<file path="src/rtl/rtpjpeg_pkg.sv">
// shared types and constants of the rtp/jpeg packetizer
package rtpjpeg_pkg;

    // width of the fragment offset carried in the payload header
    localparam int OFFSET_BITS = 24;

    // configuration register indexes
    localparam int CFG_ADDR_W = 3;
    localparam int CFG_DATA_W = 32;
    typedef enum logic [CFG_ADDR_W-1:0] {
        CFG_PAYLOAD_TYPE  = 3'd0,
        CFG_JPEG_QUALITY  = 3'd1,
        CFG_SOURCE_ID     = 3'd2,
        CFG_WIDTH_BLOCKS  = 3'd3,
        CFG_HEIGHT_BLOCKS = 3'd4,
        CFG_MAX_PAYLOAD   = 3'd5,
        CFG_TS_STEP       = 3'd6
    } t_cfg_addr;

    // register reset values
    localparam logic [6:0]  RST_PAYLOAD_TYPE  = 7'd26;
    localparam logic [7:0]  RST_JPEG_QUALITY  = 8'd75;
    localparam logic [31:0] RST_SOURCE_ID     = 32'd1234;
    localparam logic [7:0]  RST_WIDTH_BLOCKS  = 8'd80;
    localparam logic [7:0]  RST_HEIGHT_BLOCKS = 8'd60;
    localparam logic [10:0] RST_MAX_PAYLOAD   = 11'd1380;
    localparam logic [31:0] RST_TS_STEP       = 32'd6000;

    // fixed header bytes
    localparam logic [7:0] RTP_FIRST_BYTE = 8'h80;
    localparam logic [7:0] MARKER_BIT     = 8'h80;

    // 20 header bytes then the data byte
    localparam int HDR_BYTES = 20;
    localparam int IDX_W     = 5;
    localparam logic [IDX_W-1:0] DATA_IDX = IDX_W'(HDR_BYTES);

    // input transaction payload
    typedef struct packed {
        logic [7:0]  data_byte;
        logic        frame_start;
        logic [23:0] frame_bytes;
    } t_in_item;

    // output transaction payload
    typedef struct packed {
        logic [7:0] packet_byte;
        logic       packet_end;
        logic       run_last;
    } t_out_item;

endpackage

</file>
<file path="src/rtl/rtp_jpeg_packetizer.sv">
// rtp/jpeg packetizer top level: frame tracking, header build and byte serializer
//
// Takes one JPEG byte per input transaction and emits the RTP packet stream one
// byte per output transaction. Bytes that continue a packet, or that are
// dropped (no frame open, or an empty frame), stream at one per clock while
// the output is not stalled. A byte that opens a packet yields 21 output bytes:
// the 20 header bytes are walked out by a 5-bit byte counter in the output
// register stage, so that byte holds the output stage until its data byte, the
// last of the 21, is sent. An input register in front of the header logic takes
// the next byte while the current result is still being sent. Configuration
// writes land at once and must be issued only while no transaction is in flight.
module rtp_jpeg_packetizer (
    input  logic                                i_clk,
    input  logic                                i_rst_n,
    // configuration write port
    input  logic                                i_cfg_we,
    input  logic [rtpjpeg_pkg::CFG_ADDR_W-1:0]  i_cfg_addr,
    input  logic [rtpjpeg_pkg::CFG_DATA_W-1:0]  i_cfg_wdata,
    // input channel
    input  logic                                i_in_valid,
    output logic                                o_in_ready,
    input  rtpjpeg_pkg::t_in_item               i_in_item,
    // output channel
    output logic                                o_out_valid,
    input  logic                                i_out_ready,
    output rtpjpeg_pkg::t_out_item              o_out_item
);

    localparam logic [23:0] OFF_MASK =
        24'((64'd1 << rtpjpeg_pkg::OFFSET_BITS) - 64'd1);

    // configuration registers
    logic [6:0]  r_payload_type;
    logic [7:0]  r_jpeg_quality;
    logic [31:0] r_source_id;
    logic [7:0]  r_width_blocks;
    logic [7:0]  r_height_blocks;
    logic [10:0] r_max_payload;
    logic [31:0] r_ts_step;

    // frame state
    logic [15:0] r_seq;
    logic [31:0] r_ts;
    logic [23:0] r_pos;
    logic [23:0] r_len;
    logic [10:0] r_chunk_left;

    // input register
    logic                  r_in_valid;
    rtpjpeg_pkg::t_in_item r_in;

    // result register and serializer
    logic                                r_res_valid;
    logic [rtpjpeg_pkg::IDX_W-1:0]       r_idx;
    logic [7:0]                          r_res_byte;
    logic                                r_res_end;
    logic                                r_res_marker;
    logic [15:0]                         r_res_seq;
    logic [31:0]                         r_res_ts;
    logic [23:0]                         r_res_off;

    // processing signals
    logic        res_free;
    logic        consume;
    logic [23:0] cur_len;
    logic [23:0] cur_pos;
    logic [10:0] cur_chunk_left;
    logic        active;
    logic        need_hdr;
    logic [10:0] maxp;
    logic [23:0] remain;
    logic        fits;
    logic [10:0] chunk;
    logic [10:0] n_chunk_left;
    logic [23:0] n_pos;
    logic        frame_done;
    logic        last_byte;

    // handshakes
    assign last_byte   = (r_idx == rtpjpeg_pkg::DATA_IDX);
    assign res_free    = !r_res_valid || (i_out_ready && last_byte);
    assign consume     = r_in_valid && res_free;
    assign o_in_ready  = !r_in_valid || consume;
    assign o_out_valid = r_res_valid;

    // frame bookkeeping for the item in the input register
    always_comb begin
        cur_len        = r_in.frame_start ? r_in.frame_bytes : r_len;
        cur_pos        = r_in.frame_start ? 24'd0 : r_pos;
        cur_chunk_left = r_in.frame_start ? 11'd0 : r_chunk_left;
        active         = (cur_pos < cur_len);
        need_hdr       = (cur_chunk_left == 11'd0);
        maxp           = (r_max_payload == 11'd0) ? 11'd1 : r_max_payload;
        remain         = cur_len - cur_pos;
        fits           = (remain <= {13'd0, maxp});
        chunk          = fits ? remain[10:0] : maxp;
        n_chunk_left   = (need_hdr ? chunk : cur_chunk_left) - 11'd1;
        n_pos          = cur_pos + 24'd1;
        frame_done     = (n_pos >= cur_len);
    end

    // configuration registers
    always_ff @(posedge i_clk) begin
        if (!i_rst_n) begin
            r_payload_type  <= rtpjpeg_pkg::RST_PAYLOAD_TYPE;
            r_jpeg_quality  <= rtpjpeg_pkg::RST_JPEG_QUALITY;
            r_source_id     <= rtpjpeg_pkg::RST_SOURCE_ID;
            r_width_blocks  <= rtpjpeg_pkg::RST_WIDTH_BLOCKS;
            r_height_blocks <= rtpjpeg_pkg::RST_HEIGHT_BLOCKS;
            r_max_payload   <= rtpjpeg_pkg::RST_MAX_PAYLOAD;
            r_ts_step       <= rtpjpeg_pkg::RST_TS_STEP;
        end else if (i_cfg_we) begin
            unique case (i_cfg_addr)
                rtpjpeg_pkg::CFG_PAYLOAD_TYPE:  r_payload_type  <= i_cfg_wdata[6:0];
                rtpjpeg_pkg::CFG_JPEG_QUALITY:  r_jpeg_quality  <= i_cfg_wdata[7:0];
                rtpjpeg_pkg::CFG_SOURCE_ID:     r_source_id     <= i_cfg_wdata;
                rtpjpeg_pkg::CFG_WIDTH_BLOCKS:  r_width_blocks  <= i_cfg_wdata[7:0];
                rtpjpeg_pkg::CFG_HEIGHT_BLOCKS: r_height_blocks <= i_cfg_wdata[7:0];
                rtpjpeg_pkg::CFG_MAX_PAYLOAD:   r_max_payload   <= i_cfg_wdata[10:0];
                rtpjpeg_pkg::CFG_TS_STEP:       r_ts_step       <= i_cfg_wdata;
                default: ;
            endcase
        end
    end

    // input register
    always_ff @(posedge i_clk) begin
        if (!i_rst_n) begin
            r_in_valid <= 1'b0;
        end else if (o_in_ready) begin
            r_in_valid <= i_in_valid;
        end
    end

    always_ff @(posedge i_clk) begin
        if (o_in_ready && i_in_valid) begin
            r_in <= i_in_item;
        end
    end

    // frame state update when the input item is processed
    always_ff @(posedge i_clk) begin
        if (!i_rst_n) begin
            r_seq        <= 16'd0;
            r_ts         <= 32'd0;
            r_pos        <= 24'd0;
            r_len        <= 24'd0;
            r_chunk_left <= 11'd0;
        end else if (consume) begin
            r_len        <= cur_len;
            r_pos        <= cur_pos;
            r_chunk_left <= cur_chunk_left;
            if (active) begin
                r_pos        <= n_pos;
                r_chunk_left <= n_chunk_left;
                if (need_hdr) begin
                    r_seq <= r_seq + 16'd1;
                end
                if (frame_done) begin
                    r_ts <= r_ts + r_ts_step;
                end
            end
        end
    end

    // result register and byte counter
    always_ff @(posedge i_clk) begin
        if (!i_rst_n) begin
            r_res_valid <= 1'b0;
            r_idx       <= '0;
        end else begin
            if (o_out_valid && i_out_ready) begin
                if (last_byte) begin
                    r_res_valid <= 1'b0;
                end else begin
                    r_idx <= r_idx + rtpjpeg_pkg::IDX_W'(1);
                end
            end
            if (consume && active) begin
                r_res_valid <= 1'b1;
                r_idx       <= need_hdr ? '0 : rtpjpeg_pkg::DATA_IDX;
            end
        end
    end

    always_ff @(posedge i_clk) begin
        if (consume && active) begin
            r_res_byte   <= r_in.data_byte;
            r_res_end    <= (n_chunk_left == 11'd0);
            r_res_marker <= fits;
            r_res_seq    <= r_seq;
            r_res_ts     <= r_ts;
            r_res_off    <= cur_pos & OFF_MASK;
        end
    end

    // output byte select
    always_comb begin
        o_out_item.packet_end = last_byte && r_res_end;
        o_out_item.run_last   = last_byte;
        case (r_idx)
            5'd0:    o_out_item.packet_byte = rtpjpeg_pkg::RTP_FIRST_BYTE;
            5'd1:    o_out_item.packet_byte = (r_res_marker ? rtpjpeg_pkg::MARKER_BIT : 8'h00)
                                              | {1'b0, r_payload_type};
            5'd2:    o_out_item.packet_byte = r_res_seq[15:8];
            5'd3:    o_out_item.packet_byte = r_res_seq[7:0];
            5'd4:    o_out_item.packet_byte = r_res_ts[31:24];
            5'd5:    o_out_item.packet_byte = r_res_ts[23:16];
            5'd6:    o_out_item.packet_byte = r_res_ts[15:8];
            5'd7:    o_out_item.packet_byte = r_res_ts[7:0];
            5'd8:    o_out_item.packet_byte = r_source_id[31:24];
            5'd9:    o_out_item.packet_byte = r_source_id[23:16];
            5'd10:   o_out_item.packet_byte = r_source_id[15:8];
            5'd11:   o_out_item.packet_byte = r_source_id[7:0];
            5'd12:   o_out_item.packet_byte = 8'h00;
            5'd13:   o_out_item.packet_byte = r_res_off[23:16];
            5'd14:   o_out_item.packet_byte = r_res_off[15:8];
            5'd15:   o_out_item.packet_byte = r_res_off[7:0];
            5'd16:   o_out_item.packet_byte = 8'h00;
            5'd17:   o_out_item.packet_byte = r_jpeg_quality;
            5'd18:   o_out_item.packet_byte = r_width_blocks;
            5'd19:   o_out_item.packet_byte = r_height_blocks;
            default: o_out_item.packet_byte = r_res_byte;
        endcase
    end

endmodule

</file>
<file path="config.mk">
export PLATFORM = sky130hd
export DESIGN_NAME = rtp_jpeg_packetizer
export DESIGN_NICKNAME = d
export VERILOG_FILES = /design/src/rtl/rtpjpeg_pkg.sv /design/src/rtl/rtp_jpeg_packetizer.sv
export SDC_FILE = /design/constraint.sdc
export NUM_CORES = 1
export LEC_CHECK = 0
export ABC_AREA = 1
export BUFFER_PORTS_ARGS = -buffer_cell sky130_fd_sc_hd__buf_2
export CORE_UTILIZATION = 40
export DETAILED_ROUTE_END_ITERATION = 16
export HOLD_SLACK_MARGIN = 0.08
export SLEW_MARGIN = 20
export SYNTH_ARGS = -nofsm -noshare
export SYNTH_HDL_FRONTEND = slang
export SYNTH_SLANG_ARGS = --single-unit
</file>
<file path="constraint.sdc">
create_clock -name i_clk -period 5.72 [get_ports i_clk]
set_input_delay 0.286 -clock i_clk [delete_from_list [all_inputs] [get_ports i_clk]]
set_output_delay 0.286 -clock i_clk [all_outputs]
set_load 0.01 [all_outputs]
</file>
==> summary.md <==
| Metric | Value |
|---|---|
| Synth area leader | `dfxtp_1` |
| Clk slew on worst S/H paths | `60 ps` |
| Relative slew slack | `25.5%` |
| Core ar. | `between 40000 and 50000 um2` |
| Routed length per placed instance | `approximately 18 um` |
| Tot Pwr | `6.56 mW` |
| Hold Fails Final Rpt | `0` |
| Largest net degree at the start of global routing | `110` |
| Synthesized Nets | `2512` |
| Crit path largest cell delay | `480 ps` |
| WP depth | `38` |
| Register area | `7860 um2` |
| CP Max Fanout | `46` |
| Worst hold slack | `approximately 100 ps` |
| All-layer global routing usage | `a little under a quarter` |
| Synth top area share | `roughly 24%` |
| Number of library cell types mapped by synthesis | `61` |
| Worst path slowest cell | `fa_1` |
| Synthesized netlist cell count | `2339` |
| Synth Cell Area | `18200 um2` |
| Main area contributors after synthesis | `dfxtp_1, edfxtp_1, nand2_1, ha_1, a21oi_1` |
| Post-DRT Antenna Nets | `0` |
| Die footprint | `46500 um2` |
| Final TNS setup | `0 ps` |
| Final Cell Area | `around 21000 um2` |
| Clk_skew | `28.0 ps` |
| Status | `finished, final reports clean` |
| Multi-input logic area | `a little over 9000 um2` |
| Max Fclk | `0.194 GHz` |
| Cells on Worst Hold Path | `3` |
| IO Pins | `85` |
| Fin nets | `2647` |
| H-tree levels | `2` |
| Worst slack at placement | `360 ps` |
| VDD IR max | `about 240 uV` |
| Period Utilization, post-route | `90.3%` |
| Most frequent cells in the layout | `nand2_1, nor2_1, inv_1` |
| PortBufs | `84` |
| Worst-Skew Late Latency | `approximately 570 ps` |
| Final Util | `47.9%` |
| DIE HEIGHT | `216 um` |
| Fill count | `4311` |
| Req. time, crit path | `6050 ps` |
| Crit path time final | `5170 ps` |
| Least-Margin Pin Slew | `1110 ps` |
| TritonCTS clock tree | `done` |
| Setup slack after layout | `552 ps` |
| Routed wire length | `55.6 mm` |
| Unrepaired setup endpoints after global routing | `false` |
| Maxcap violations | `0` |
| DRT Pass-1 Iters | `5` |
| CP dominant cell by count | `nand2_1` |
| Area growth from synthesis to layout | `17.1%` |
| Aggregate global routing overflow | `0` |
| Vias in the first global route | `between 15000 and 20000` |
| Ant diodes | `0` |
| Most common cell after layout, fill and taps aside | `nand2_1` |
| YS warnings | `0` |
| Register area share after synthesis | `a little over two fifths` |
| HP Class | `input pin to flip-flop` |
| Vias/cell | `5.26` |
| RePlAce Congestion | `0.908` |
| CTS root buf | `clkbuf_16` |
| Synthesized flop and latch total | `335` |
| Top cell family by delay on the critical path | `simple AND/OR/NAND/NOR gates` |
| Startpoint Class | `flip-flop` |
| Setup-failing EPs final | `0` |
| Reg2Reg Depth | `38` |
| Cts bufs inserted | `40` |
| Critical path class | `flip-flop to flip-flop` |
| Avg Cell Area, Syn | `7.80 um2` |
| Placed Area | `19300 um2` |
| Sink Count | `~340` |
| Global-route wire length before repair | `87.0 mm` |
| Hpwl dp | `41.0 mm` |
| Row cnt | `77` |
| Buf/Inv on CP | `4` |
| Initial antenna violation count | `0` |
| Starting density of the core | `40.9%` |
| Critical Path AT | `5500 ps` |
| Share of layout cells above drive strength 1 | `10.9%` |
| Via Count | `16300` |
| Longest Clk Path Bufs | `3` |
| Cell Pwr Density | `307 nW/um2` |
| Slew Viols, Final | `0` |
| Leakage | `9.35 nW` |
| Drc violations | `0` |
| CP endpoint kind | `flip-flop` |
| Layout Cells excl Fill | `about 3100` |
| DR iter-0 viols | `approximately 1200` |
| Placed cell count | `around 3000` |
| Die W | `between 200 and 250 um` |
power breakdown:
part	leakage [nW]	total [mW]	switching, mW	internal, mW
sequential	2.90	2.65	0.0640	2.59
clock	0.679	2.69	1.07	1.63
combinational	5.77	1.22	0.808	0.411
total	9.35	6.56	1.94	4.62
cells in the mapped netlist (all sizes together):
| cell | number |
|---|---|
| inv | 270 |
| buf | 9 |
| a21o | 6 |
| a211oi | 20 |
| clkbuf | 68 |
| a221o | 1 |
| a22o | 13 |
| edfxtp | 115 |
| a21boi | 3 |
| o21a | 4 |
| a31oi | 7 |
| and3 | 2 |
| or4 | 1 |
| nor4b | 1 |
| or2 | 24 |
| o2bb2ai | 1 |
| o211ai | 11 |
| nor2 | 284 |
| nand3 | 97 |
| a22oi | 1 |
| a21oi | 209 |
| a2111oi | 3 |
| dfxtp | 220 |
| fa | 2 |
| o21bai | 8 |
| xor2 | 45 |
| nor3 | 40 |
| nor3b | 3 |
| nand3b | 4 |
| ha | 98 |
| clkinv | 3 |
| o21ai | 196 |
| nor4 | 12 |
| o2111ai | 6 |
| xnor2 | 23 |
| o221ai | 3 |
| and2 | 1 |
| nand2 | 477 |
| a221oi | 17 |
| nand4 | 31 |
registers in the layout (all words and copies together) (netlist names), 24 cells and up:
signal and cells:
r_len 24, r_in 33, r_source_id 32, r_res_off 24, r_ts_step 32, r_ts 32, r_pos 24, r_res_ts 32
cell families after synthesis:
| logic type | count (synthesis) | synth area share (%) |
|---|---|---|
| AOI/OAI and AO/OA | 509 | 15.7 |
| xor gates and xnor gates | 68 | 3.30 |
| adders and majority gates | 100 | 6.94 |
| buffers and inverters | 350 | 7.30 |
| DFF | 335 | 43.1 |
| and+or+nand+nor | 977 | 23.7 |
tightest hold or removal path, delay by kind of cell:
family	cells	cell delay [ps]
AND/OR/NAND/NOR	2	170
buffers and inverters	1	180
layout make-up:
class	instances	area share (%)
multi-input combinational	1654	42.6
sequential	335	36.8
timing repair buffer	170	5.85
clock buffer	58	5.49
inverter	273	4.81
tap	592	3.47
clock inverter	16	1.01
final timing paths:
check	endpoint	slack, ps	start
hold reg to reg	r_res_byte[6]	420	r_in[31]
setup / recovery	r_res_end	550	r_in[24]
hold / removal	r_ts_step[0]	100	i_cfg_wdata[0]
setup reg to reg	r_res_end	550	r_in[24]
per-layer routing:
layer	track usage, %	up-vias	part of all wire (%)
met4	9.39	0	3.6
met1	30.6	7669	45
met2	40.6	401	48
li1	-	8114	-
met5	0	-	0
met3	2.82	98	4.1
what timing repair did:
action / 4_1_cts / 5_1_grt
setup endpoints to repair: 0 / 4
setup buffers: 0 / 0
endpoints found under the hold margin: 106 / 0
gates resized for setup: 0 / 9
hold buffers: 63 / 0
Note: power is estimated with default switching activity, not from simulation.
